`src/assert_macros.svh`:
```
// Assertion macros shared by the atan2 unit modules.
`ifndef ASSERT_MACROS_SVH
`define ASSERT_MACROS_SVH

// Check a condition at every clock edge outside reset.
`define ASSERT_ALWAYS(label, cond, msg) \
    label: assert property (@(posedge clk) disable iff (!rst_n) (cond)) else $error(msg);

// Check a consequence in the same cycle as its trigger.
`define ASSERT_SAME(label, ante, cons, msg) \
    label: assert property (@(posedge clk) disable iff (!rst_n) (ante) |-> (cons)) \
        else $error(msg);

// Check a consequence in the cycle after its trigger.
`define ASSERT_NEXT(label, ante, cons, msg) \
    label: assert property (@(posedge clk) disable iff (!rst_n) (ante) |=> (cons)) \
        else $error(msg);

`endif

```
`src/atsn_pkg.sv`:
```
// Shared constants and types of the self-normalizing atan2 unit.
`timescale 1ns / 1ps

package atsn_pkg;

    // Default operand width, angle fraction bits and queue depth
    localparam int IN_WIDTH_DEF    = 16;
    localparam int FRAC_BITS_DEF   = 7;
    localparam int QUEUE_DEPTH_DEF = 4;

    // Result width is fixed
    localparam int OUT_WIDTH = 16;

    // Ratio is Q1.15: 15 fraction bits plus one integer bit of magnitude
    localparam int Q_FRAC = 15;
    localparam int Q_BITS = Q_FRAC + 1;

    // Degrees covered by one unit of the ratio
    localparam int ANGLE_UNIT = 45;

    // Classification of one request
    typedef struct packed {
        logic x_neg;
        logic y_neg;
        logic num_neg;
        logic zero;
    } item_flags_t;

    localparam int FLAGS_W = $bits(item_flags_t);

endpackage

```
`src/atsn_channel_if.sv`:
```
// Valid/ready channel interfaces for operand requests and angle results.
`timescale 1ns / 1ps

interface atsn_in_if #(
    parameter int IN_WIDTH = atsn_pkg::IN_WIDTH_DEF
);
    logic                       valid;
    logic                       ready;
    logic signed [IN_WIDTH-1:0] x_value;
    logic signed [IN_WIDTH-1:0] y_value;

    modport source (output valid, output x_value, output y_value, input ready);
    modport sink   (input valid, input x_value, input y_value, output ready);
endinterface

interface atsn_out_if;
    logic                                  valid;
    logic                                  ready;
    logic signed [atsn_pkg::OUT_WIDTH-1:0] angle_deg;

    modport source (output valid, output angle_deg, input ready);
    modport sink   (input valid, input angle_deg, output ready);
endinterface

```
`src/atsn_front.sv`:
```
// Front end: accept operand requests and classify them into ratio terms.
`timescale 1ns / 1ps
`include "assert_macros.svh"

module atsn_front #(
    parameter int IN_WIDTH = atsn_pkg::IN_WIDTH_DEF,
    parameter int DW       = IN_WIDTH + 1
) (
    input  logic                  clk,
    input  logic                  rst_n,
    atsn_in_if.sink               sample,
    output logic                  push_valid,
    input  logic                  push_ready,
    output atsn_pkg::item_flags_t flags,
    output logic [DW-1:0]         num_mag,
    output logic [DW-1:0]         den
);

    localparam int EW = IN_WIDTH + 2;

    logic signed [EW-1:0]  x_ext;
    logic signed [EW-1:0]  a_ext;
    logic signed [EW-1:0]  num_s;
    logic signed [EW-1:0]  den_s;
    logic signed [EW-1:0]  num_abs;
    logic                  accept;
    atsn_pkg::item_flags_t flags_next;

    logic                  valid_reg;
    atsn_pkg::item_flags_t flags_reg;
    logic [DW-1:0]         num_reg;
    logic [DW-1:0]         den_reg;

    // Form numerator and denominator of the ratio for the quadrant
    always_comb
    begin
        x_ext              = EW'(sample.x_value);
        flags_next.y_neg   = sample.y_value[IN_WIDTH-1];
        flags_next.x_neg   = sample.x_value[IN_WIDTH-1];
        a_ext              = flags_next.y_neg ? -EW'(sample.y_value) : EW'(sample.y_value);
        if (flags_next.x_neg)
        begin
            num_s = x_ext + a_ext;
            den_s = a_ext - x_ext;
        end
        else
        begin
            num_s = x_ext - a_ext;
            den_s = x_ext + a_ext;
        end
        flags_next.num_neg = num_s[EW-1];
        flags_next.zero    = (den_s == '0);
        num_abs            = num_s[EW-1] ? -num_s : num_s;
    end

    // Take a new request whenever the held one leaves or none is held
    assign sample.ready = !valid_reg || push_ready;
    assign accept       = sample.valid && sample.ready;

    always_ff @(posedge clk or negedge rst_n)
    begin
        if (!rst_n)
        begin
            valid_reg <= 1'b0;
        end
        else if (accept)
        begin
            valid_reg <= 1'b1;
        end
        else if (push_ready)
        begin
            valid_reg <= 1'b0;
        end
    end

    // Hold the classified request
    always_ff @(posedge clk)
    begin
        if (accept)
        begin
            flags_reg <= flags_next;
            num_reg   <= num_abs[DW-1:0];
            den_reg   <= den_s[DW-1:0];
        end
    end

    assign push_valid = valid_reg;
    assign flags      = flags_reg;
    assign num_mag    = num_reg;
    assign den        = den_reg;

    `ASSERT_NEXT(a_front_accept_held, accept, valid_reg, "accepted request not held")
    `ASSERT_SAME(a_front_num_le_den, valid_reg, num_reg <= den_reg, "ratio magnitude above one")

endmodule

```
`src/atsn_queue.sv`:
```
// Short FIFO between the classifying front end and the divider back end.
`timescale 1ns / 1ps
`include "assert_macros.svh"

module atsn_queue #(
    parameter int DATA_W = 8,
    parameter int DEPTH  = atsn_pkg::QUEUE_DEPTH_DEF
) (
    input  logic              clk,
    input  logic              rst_n,
    input  logic              push_valid,
    output logic              push_ready,
    input  logic [DATA_W-1:0] push_data,
    output logic              pop_valid,
    input  logic              pop_ready,
    output logic [DATA_W-1:0] pop_data
);

    localparam int PW = (DEPTH > 1) ? $clog2(DEPTH) : 1;
    localparam int CW = $clog2(DEPTH + 1);

    logic [DATA_W-1:0] store_reg [DEPTH];
    logic [PW-1:0]     head_reg;
    logic [PW-1:0]     head_next;
    logic [PW-1:0]     tail_reg;
    logic [PW-1:0]     tail_next;
    logic [CW-1:0]     count_reg;
    logic [CW-1:0]     count_next;
    logic              push_en;
    logic              pop_en;

    assign push_ready = (count_reg != CW'(DEPTH));
    assign pop_valid  = (count_reg != '0);
    assign push_en    = push_valid && push_ready;
    assign pop_en     = pop_valid && pop_ready;
    assign pop_data   = store_reg[head_reg];

    // Advance pointers with wrap and track the fill level
    always_comb
    begin
        head_next  = head_reg;
        tail_next  = tail_reg;
        count_next = count_reg;
        if (push_en)
        begin
            tail_next = (tail_reg == PW'(DEPTH - 1)) ? '0 : tail_reg + 1'b1;
        end
        if (pop_en)
        begin
            head_next = (head_reg == PW'(DEPTH - 1)) ? '0 : head_reg + 1'b1;
        end
        if (push_en && !pop_en)
        begin
            count_next = count_reg + 1'b1;
        end
        else if (pop_en && !push_en)
        begin
            count_next = count_reg - 1'b1;
        end
    end

    always_ff @(posedge clk or negedge rst_n)
    begin
        if (!rst_n)
        begin
            head_reg  <= '0;
            tail_reg  <= '0;
            count_reg <= '0;
        end
        else
        begin
            head_reg  <= head_next;
            tail_reg  <= tail_next;
            count_reg <= count_next;
        end
    end

    // Write the entry at the tail
    always_ff @(posedge clk)
    begin
        if (push_en)
        begin
            store_reg[tail_reg] <= push_data;
        end
    end

    `ASSERT_ALWAYS(a_queue_fill_bound, count_reg <= CW'(DEPTH), "queue fill above depth")
    `ASSERT_SAME(a_queue_ptr_match, count_reg == '0, head_reg == tail_reg, "empty queue pointers differ")

endmodule

```
`src/atsn_back.sv`:
```
// Back end: pipelined ratio divider, angle scaling and output register.
`timescale 1ns / 1ps
`include "assert_macros.svh"

module atsn_back #(
    parameter int IN_WIDTH  = atsn_pkg::IN_WIDTH_DEF,
    parameter int FRAC_BITS = atsn_pkg::FRAC_BITS_DEF,
    parameter int DW        = IN_WIDTH + 1
) (
    input  logic                  clk,
    input  logic                  rst_n,
    input  logic                  pop_valid,
    output logic                  pop_ready,
    input  atsn_pkg::item_flags_t flags,
    input  logic [DW-1:0]         num_mag,
    input  logic [DW-1:0]         den,
    atsn_out_if.source            result
);

    localparam int    NS     = atsn_pkg::Q_BITS;
    localparam int    QF     = atsn_pkg::Q_FRAC;
    localparam int    OW     = atsn_pkg::OUT_WIDTH;
    localparam int    Q_ONE  = 1 << QF;
    localparam int    K_INT  = atsn_pkg::ANGLE_UNIT << FRAC_BITS;
    localparam int    KW     = FRAC_BITS + 7;
    localparam int    PW     = KW + NS + 1;
    localparam int    AW     = KW + NS + 4;
    localparam int    GW     = AW - QF;
    localparam longint K_L   = longint'(K_INT);

    localparam logic signed [NS:0]   Q_MIN = (NS + 1)'(-Q_ONE);
    localparam logic signed [NS:0]   Q_MAX = (NS + 1)'(Q_ONE - 1);
    localparam logic signed [KW-1:0] K_S   = KW'(K_INT);
    localparam logic signed [AW-1:0] B_LO  = AW'(K_L << QF);
    localparam logic signed [AW-1:0] B_HI  = AW'((3 * K_L) << QF);
    localparam logic signed [AW-1:0] RND   = AW'(longint'(1) << (QF - 1));

    logic advance;

    // Divider stage inputs and next values
    logic                  src_valid [NS];
    logic [DW-1:0]         src_rem   [NS];
    logic [DW-1:0]         src_den   [NS];
    logic [NS-1:0]         src_quo   [NS];
    atsn_pkg::item_flags_t src_flags [NS];
    logic [DW:0]           trial     [NS];
    logic [DW:0]           diff      [NS];
    logic                  take      [NS];
    logic [DW-1:0]         div_rem_next [NS];
    logic [NS-1:0]         div_quo_next [NS];

    // Divider stage registers
    logic                  div_valid_reg [NS];
    logic [DW-1:0]         div_rem_reg   [NS];
    logic [DW-1:0]         div_den_reg   [NS];
    logic [NS-1:0]         div_quo_reg   [NS];
    atsn_pkg::item_flags_t div_flags_reg [NS];

    // Multiply stage
    logic [NS-1:0]         q_mag;
    logic signed [NS:0]    q_val;
    logic signed [PW-1:0]  m_prod_next;
    logic                  m_valid_reg;
    logic signed [PW-1:0]  m_prod_reg;
    atsn_pkg::item_flags_t m_flags_reg;

    // Output stage
    logic signed [AW-1:0]  acc;
    logic signed [GW-1:0]  ang_pos;
    logic signed [GW-1:0]  ang_next;
    logic                  out_valid_reg;
    logic signed [OW-1:0]  angle_reg;

    // Move the whole pipe whenever the output slot is free or drains
    assign advance   = !out_valid_reg || result.ready;
    assign pop_ready = advance;

    // Feed each divider stage from the queue or from the stage before it
    always_comb
    begin
        src_valid[0] = pop_valid;
        src_rem[0]   = num_mag;
        src_den[0]   = den;
        src_quo[0]   = '0;
        src_flags[0] = flags;
        for (int s = 1; s < NS; s++)
        begin
            src_valid[s] = div_valid_reg[s-1];
            src_rem[s]   = div_rem_reg[s-1];
            src_den[s]   = div_den_reg[s-1];
            src_quo[s]   = div_quo_reg[s-1];
            src_flags[s] = div_flags_reg[s-1];
        end
    end

    // Restoring division, one quotient bit per stage; the first stage
    // yields the integer bit without a shift
    always_comb
    begin
        for (int s = 0; s < NS; s++)
        begin
            trial[s]        = (s == 0) ? {1'b0, src_rem[s]} : {src_rem[s], 1'b0};
            take[s]         = (trial[s] >= {1'b0, src_den[s]});
            diff[s]         = trial[s] - {1'b0, src_den[s]};
            div_rem_next[s] = take[s] ? diff[s][DW-1:0] : trial[s][DW-1:0];
            div_quo_next[s] = {src_quo[s][NS-2:0], take[s]};
        end
    end

    always_ff @(posedge clk or negedge rst_n)
    begin
        if (!rst_n)
        begin
            for (int s = 0; s < NS; s++)
            begin
                div_valid_reg[s] <= 1'b0;
            end
        end
        else if (advance)
        begin
            for (int s = 0; s < NS; s++)
            begin
                div_valid_reg[s] <= src_valid[s];
            end
        end
    end

    always_ff @(posedge clk)
    begin
        if (advance)
        begin
            for (int s = 0; s < NS; s++)
            begin
                div_rem_reg[s]   <= div_rem_next[s];
                div_den_reg[s]   <= src_den[s];
                div_quo_reg[s]   <= div_quo_next[s];
                div_flags_reg[s] <= src_flags[s];
            end
        end
    end

    // Sign and saturate the Q1.15 ratio, then scale by 45 degrees
    always_comb
    begin
        q_mag = div_quo_reg[NS-1];
        priority if (div_flags_reg[NS-1].zero)
        begin
            q_val = Q_MIN;
        end
        else if (div_flags_reg[NS-1].num_neg)
        begin
            q_val = -$signed({1'b0, q_mag});
        end
        else if (q_mag == NS'(Q_ONE))
        begin
            q_val = Q_MAX;
        end
        else
        begin
            q_val = $signed({1'b0, q_mag});
        end
        m_prod_next = PW'(K_S) * PW'(q_val);
    end

    always_ff @(posedge clk or negedge rst_n)
    begin
        if (!rst_n)
        begin
            m_valid_reg   <= 1'b0;
            out_valid_reg <= 1'b0;
        end
        else if (advance)
        begin
            m_valid_reg   <= div_valid_reg[NS-1];
            out_valid_reg <= m_valid_reg;
        end
    end

    // Offset by the quadrant base, round, drop the ratio fraction, apply sign
    always_comb
    begin
        acc      = (m_flags_reg.x_neg ? B_HI : B_LO) - AW'(m_prod_reg) + RND;
        ang_pos  = acc[AW-1:QF];
        ang_next = m_flags_reg.y_neg ? -ang_pos : ang_pos;
    end

    always_ff @(posedge clk)
    begin
        if (advance)
        begin
            m_prod_reg  <= m_prod_next;
            m_flags_reg <= div_flags_reg[NS-1];
            angle_reg   <= ang_next[OW-1:0];
        end
    end

    assign result.valid     = out_valid_reg;
    assign result.angle_deg = angle_reg;

    // Zero over zero takes every trial subtraction, so its quotient is all ones
    `ASSERT_SAME(a_back_quo_bound, div_valid_reg[NS-1] && !div_flags_reg[NS-1].zero,
                 q_mag <= NS'(Q_ONE), "ratio above one")
    `ASSERT_SAME(a_back_zero_quo, div_valid_reg[NS-1] && div_flags_reg[NS-1].zero,
                 q_mag == {NS{1'b1}}, "zero pair quotient wrong")

endmodule

```
`src/atan2_self_normalizing_unit.sv`:
```
// Top level of the first-order self-normalizing atan2 approximation unit.
//
//   channel   dir   handshake      payload
//   sample    in    valid/ready    x_value, y_value (IN_WIDTH bits, signed)
//   result    out   valid/ready    angle_deg (16 bits, signed, 1/2^FRAC_BITS degree)
//
// One request per cycle sustained while results are taken; each result leaves
// after its request passes one classify register, one queue slot, 16 divider
// stages (one quotient bit each), one multiply stage and the output register.
// Every divider stage takes a new request each cycle while the back end
// advances, so the rate is one per cycle when the result side does not stall.
// Reset clears all valid bits and queue pointers; no clearing pass.
// A stalled result freezes the back end only; the front end and queue keep
// taking requests until the queue fills.
`timescale 1ns / 1ps

module atan2_self_normalizing_unit #(
    parameter int IN_WIDTH    = atsn_pkg::IN_WIDTH_DEF,
    parameter int FRAC_BITS   = atsn_pkg::FRAC_BITS_DEF,
    parameter int QUEUE_DEPTH = atsn_pkg::QUEUE_DEPTH_DEF
) (
    input  logic        clk,
    input  logic        rst_n,
    atsn_in_if.sink     sample,
    atsn_out_if.source  result
);

    localparam int DW     = IN_WIDTH + 1;
    localparam int DATA_W = atsn_pkg::FLAGS_W + 2 * DW;

    logic                  f_valid;
    logic                  f_ready;
    atsn_pkg::item_flags_t f_flags;
    logic [DW-1:0]         f_num;
    logic [DW-1:0]         f_den;
    logic                  b_valid;
    logic                  b_ready;
    logic [DATA_W-1:0]     b_data;
    atsn_pkg::item_flags_t b_flags;
    logic [DW-1:0]         b_num;
    logic [DW-1:0]         b_den;

    // Classify requests
    atsn_front #(
        .IN_WIDTH (IN_WIDTH),
        .DW       (DW)
    ) u_front (
        .clk        (clk),
        .rst_n      (rst_n),
        .sample     (sample),
        .push_valid (f_valid),
        .push_ready (f_ready),
        .flags      (f_flags),
        .num_mag    (f_num),
        .den        (f_den)
    );

    // Decouple front and back
    atsn_queue #(
        .DATA_W (DATA_W),
        .DEPTH  (QUEUE_DEPTH)
    ) u_queue (
        .clk        (clk),
        .rst_n      (rst_n),
        .push_valid (f_valid),
        .push_ready (f_ready),
        .push_data  ({f_flags, f_num, f_den}),
        .pop_valid  (b_valid),
        .pop_ready  (b_ready),
        .pop_data   (b_data)
    );

    assign {b_flags, b_num, b_den} = b_data;

    // Divide and scale
    atsn_back #(
        .IN_WIDTH  (IN_WIDTH),
        .FRAC_BITS (FRAC_BITS),
        .DW        (DW)
    ) u_back (
        .clk       (clk),
        .rst_n     (rst_n),
        .pop_valid (b_valid),
        .pop_ready (b_ready),
        .flags     (b_flags),
        .num_mag   (b_num),
        .den       (b_den),
        .result    (result)
    );

endmodule

```
`src/flat_wrapper.sv`:
```
// flat-port wrapper written by rule: the top's interface ports become plain ports
module atan2_self_normalizing_unit_flat 
#(
    parameter int IN_WIDTH    = atsn_pkg::IN_WIDTH_DEF,
    parameter int FRAC_BITS   = atsn_pkg::FRAC_BITS_DEF,
    parameter int QUEUE_DEPTH = atsn_pkg::QUEUE_DEPTH_DEF
)
  (clk, rst_n, sample_valid, sample_x_value, sample_y_value, sample_ready, result_valid, result_angle_deg, result_ready);
  atsn_in_if #(.IN_WIDTH(IN_WIDTH)) sample_i ();
  atsn_out_if result_i ();
  input  logic clk;
  input  logic rst_n;
  input wire logic [$bits(sample_i.valid)-1:0] sample_valid;
  input wire logic [$bits(sample_i.x_value)-1:0] sample_x_value;
  input wire logic [$bits(sample_i.y_value)-1:0] sample_y_value;
  output wire logic [$bits(sample_i.ready)-1:0] sample_ready;
  output wire logic [$bits(result_i.valid)-1:0] result_valid;
  output wire logic [$bits(result_i.angle_deg)-1:0] result_angle_deg;
  input wire logic [$bits(result_i.ready)-1:0] result_ready;
  assign sample_i.valid = sample_valid;
  assign sample_i.x_value = sample_x_value;
  assign sample_i.y_value = sample_y_value;
  assign sample_ready = sample_i.ready;
  assign result_valid = result_i.valid;
  assign result_angle_deg = result_i.angle_deg;
  assign result_i.ready = result_ready;
  atan2_self_normalizing_unit #(.IN_WIDTH(IN_WIDTH), .FRAC_BITS(FRAC_BITS), .QUEUE_DEPTH(QUEUE_DEPTH)) u_core (.clk(clk), .rst_n(rst_n), .sample(sample_i), .result(result_i));
endmodule
```
`config.mk`:
```
export PLATFORM = sky130hd
export DESIGN_NAME = atan2_self_normalizing_unit_flat
export DESIGN_NICKNAME = d
export VERILOG_FILES = /design/src/atsn_pkg.sv /design/src/atsn_channel_if.sv /design/src/atsn_front.sv /design/src/atsn_queue.sv /design/src/atsn_back.sv /design/src/atan2_self_normalizing_unit.sv /design/src/flat_wrapper.sv
export VERILOG_INCLUDE_DIRS = /design/src /design/src/src
export SDC_FILE = /design/constraint.sdc
export NUM_CORES = 2
export LEC_CHECK = 0
export ABC_AREA = 1
export BUFFER_PORTS_ARGS = -buffer_cell sky130_fd_sc_hd__buf_2
export CORE_ASPECT_RATIO = 1.4
export CORE_UTILIZATION = 50
export CTS_CLUSTER_SIZE = 12
export DETAILED_ROUTE_END_ITERATION = 7
export GPL_ROUTABILITY_DRIVEN = 0
export HOLD_SLACK_MARGIN = 0.03
export PLACE_DENSITY = 0.68
export RECOVER_POWER = 25
export SETUP_SLACK_MARGIN = 0.4
export SLEW_MARGIN = 20
export SYNTH_ARGS = -nofsm -noshare
export SYNTH_HDL_FRONTEND = slang
export SYNTH_SLANG_ARGS = --single-unit
```
`constraint.sdc`:
```
create_clock -name clk -period 22.6 [get_ports clk]
set_input_delay 1.13 -clock clk [delete_from_list [all_inputs] [get_ports clk]]
set_output_delay 1.13 -clock clk [all_outputs]
set_load 0.01 [all_outputs]
```
==> run summary <==
Run status
• run status: finished clean

Global routing
• via count of the first global-routing pass: 37700
• global router's overall resource usage: 21.5%
• number of antenna violations at the first check in global routing: 0
• final global-route overflow total: 0
• largest net degree at the start of global routing: 147
• wire length of the first global-routing pass: 186000 um

Logic synthesis
• Distinct cells, synth: 61
• cell types occupying the most area after synthesis: sky130_fd_sc_hd__edfxtp_1, sky130_fd_sc_hd__ha_1, sky130_fd_sc_hd__nand2_1
• Post-synth ARST share: 2.70%
• dominant synthesized flop cell: sky130_fd_sc_hd__edfxtp_1
• netlist area before placement: 54000 um^2
• fraction of synthesized cell area taken by the top area cell type: 52.1%
• most used standard cell by instance count after synthesis: sky130_fd_sc_hd__nand2_1
• share of the yosys chip area belonging to registers: 53.3%
• number of synthesized flops with an enable pin: 937
• gate count of the mapped netlist: 5463
• number of synthesized register bits: 963
• cell taking the most area after synthesis: sky130_fd_sc_hd__edfxtp_1
• commonest cells in the netlist: sky130_fd_sc_hd__nand2_1, sky130_fd_sc_hd__edfxtp_1, sky130_fd_sc_hd__inv_1
• mean post-synth cell area: 9.89 um^2
• total number of yosys warnings: 0

Drt
• topmost layer with routed signal wires: met4
• detailed-routed wire length on met3: 3420 um
• detailed-route via count: 37600
• Starting DRT DRC Count: 2071
• number of remaining DRC errors: 0
• vias per cell: 5.35
• routed length on met2: 65700 um
• first drt pass iteration count: 5
• Met1 Wirelength: 40700 um
• count of nets left with antenna violations after detail routing: 0
• detailed-route wire length: 116000 um
• WL/cell: 16.5 um

Critical path
• Crit. Startpoint: u_core.u_back.div_quo_reg[1][112]
• launching point of the worst reg2reg path: u_core.u_back.div_quo_reg[1][112]
• data arrival time of the critical path: 6.30 ns
• Crit path max-delay family: adder cells
• worst-path cell chain: inv_1 > ha_1 > inv_1 > nor3_2 > nand2_1 > nor2_1 > nand4_2 > inv_1 > nor2_1 > nor2_1 > ha_1 > ha_1 > fa_1 > inv_1 > fa_1 > inv_1 > ha_1 > a21oi_1 > o211ai_1 > a21boi_1 > o21ai_0 > a21oi_1 > o21bai_1 > xor2_1
• delay of the slowest cell on the worst path: 0.53 ns
• required time of the worst setup path: 23.05 ns
• most repeated library cell on the critical path: sky130_fd_sc_hd__inv_1
• critical path class: reg -> reg
• launching element type of the critical path: flop
• Buffers & Inverters on Critical Path: 5
• master of the slowest instance on the critical path: sky130_fd_sc_hd__fa_1
• crit path capture type: flop
• largest fanout of any net on the critical path: 9

Place
• number of I/O port buffers: 53
• area post-placement: 55800 um^2
• sum of net half-perimeters after detailed placement: 88500 um

Clock tree
• cts hold-fix bufs: 0
• CTS tree: built
• CTS Root Buffer Type: sky130_fd_sc_hd__clkbuf_16
• number of levels the H-tree was split into: 3
• total clock buffers created by CTS: 98
• clk sinks: 963
• CTS-repair resized insts: 0
• clock latency at the later pin of the worst-skew pair: 0.70 ns
• number of buffers on the longest clock path: 3
• Post-CTS Setup Inserts: 0
• clock slew at reported path FFs: 0.06 ns

Layout
• ratio of cells with drive above 1 in the final layout: 4.61%
• storage element area: 28800 um^2
• fill cell total of the finished layout: 9196
• n_diodes: 0
• layout-stage area growth over the synthesis result: 8.57%
• count of nets after finishing: 6014
• Multi-input gate area: 21800 um^2
• cell area after layout: 58700 um^2

STA
• Setup TNS: 0 ns
• Final period util: 25.9%
• Final Setup Violations: 0
• Hold Violations, Final: 0
• final hold slack: 0.385 ns
• RSZ-0062 raised after global routing: no
• final max-slew violation count: 0
• clk_skew: 0.0422 ns
• worst-case headroom to the max-slew limit: 26.7%
• transition time of the tightest slew-check pin: 1.10 ns
• post-layout minimum cycle time: 5.86 ns
• timing-limited maximum frequency: 171 MHz

Die
• Core Footprint: 107000 um^2
• initial cell density of the core: 50.4%
• ports placed on the boundary: 54
• DIE WIDTH: 280 um
• total number of placement rows: 142
• DIE HEIGHT: 391 um
• die area: 109000 um^2

Min path
• Hold/Removal Path Class: reg -> reg
• Hold Crit Start: u_core.u_back.div_flags_reg[1][0]

Flow run
• max-cap viol count: 0

-- area by class of cell --
cell class	count	area share (%)
Sequential cell	963	49.1
Clock buffer	128	4.46
Multi-Input combinational cell	3627	37.2
Inverter	776	4.98
Timing Repair Buffer	74	0.727
Tap cell	1440	3.07
Clock inverter	32	0.448
-- final timing paths --
kind	endpoint	slack, ns	cells past startpoint
worst max-delay path	u_core.u_back.m_prod_reg[26]	16.74	24
worst min-delay path	u_core.u_back.div_flags_reg[1][4]	0.38	0
worst max register to register	u_core.u_back.m_prod_reg[26]	16.74	24
worst min register to register	u_core.u_back.div_flags_reg[1][4]	0.38	0
max in group asynchronous	u_core.u_queue.head_reg[0]	21.77	1
min in group asynchronous	u_core.u_back.result.valid	0.41	1
-- routing by layer --
layer / up-vias / track usage [%]
li1: 18800 / -
met1: 17800 / 20.5
met2: 731 / 43.4
met3: 355 / 2.44
met4: 0 / 12.4
met5: - / 0
-- stage by stage --
stage / util [%] / setup WS, ns / cells
final: 54.8 / 16.74 / 7040
after floorplan: - / 10.87 / 5465
after global placement: 52.1 / 16.42 / 6880
after detailed placement: 52.1 / 16.33 / 6880
after global routing: 54.8 / 16.30 / 7040
after CTS: 54.8 / 16.75 / 7040
-- cells by family (layout without fill, tap and decap cells) --
logic type	after synthesis	in the layout	synth area share (%)
buffers and inverters	875	1010	6.36
flip-flops	963	963	53.3
adder cells (fa/ha/maj)	438	438	10.8
AO/OA/AOI/OAI	966	966	9.99
other	2	4	0.0139
XOR/XNOR	283	283	4.63
AND/OR/NAND/NOR	1936	1936	14.9
-- placed cells by master, fill, tap and decap left out, types with 7 or more instances in the layout --
master and count:
sky130_fd_sc_hd__nand4_1 56, sky130_fd_sc_hd__o21ai_1 23, sky130_fd_sc_hd__o21ai_0 398, sky130_fd_sc_hd__nor4_1 10, sky130_fd_sc_hd__o22ai_1 19, sky130_fd_sc_hd__clkbuf_1 27, sky130_fd_sc_hd__a21oi_1 324, sky130_fd_sc_hd__nor2_1 328
sky130_fd_sc_hd__inv_1 766, sky130_fd_sc_hd__nand2_1 1164, sky130_fd_sc_hd__o21a_1 20, sky130_fd_sc_hd__clkinv_1 12, sky130_fd_sc_hd__nand3_1 257, sky130_fd_sc_hd__fa_1 49, sky130_fd_sc_hd__a32oi_1 18, sky130_fd_sc_hd__o21bai_1 9
sky130_fd_sc_hd__clkinv_2 10, sky130_fd_sc_hd__edfxtp_1 937, sky130_fd_sc_hd__clkbuf_16 100, sky130_fd_sc_hd__dfrtp_1 25, sky130_fd_sc_hd__a211o_1 9, sky130_fd_sc_hd__o211ai_1 12, sky130_fd_sc_hd__buf_2 53, sky130_fd_sc_hd__a31oi_1 35
sky130_fd_sc_hd__inv_2 7, sky130_fd_sc_hd__ha_1 389, sky130_fd_sc_hd__and2_1 18, sky130_fd_sc_hd__a221oi_1 15, sky130_fd_sc_hd__nand2_2 8, sky130_fd_sc_hd__xor2_1 140, sky130_fd_sc_hd__a21o_1 33, sky130_fd_sc_hd__xnor2_1 140
sky130_fd_sc_hd__o21ai_2 7, sky130_fd_sc_hd__o31ai_1 31, sky130_fd_sc_hd__nor3_1 49, sky130_fd_sc_hd__nor2_2 11, sky130_fd_sc_hd__buf_4 20
Power is left out: the tool's default activity adds up to more than one toggle a clock period on the data nets, which glitch-free logic cannot reach.
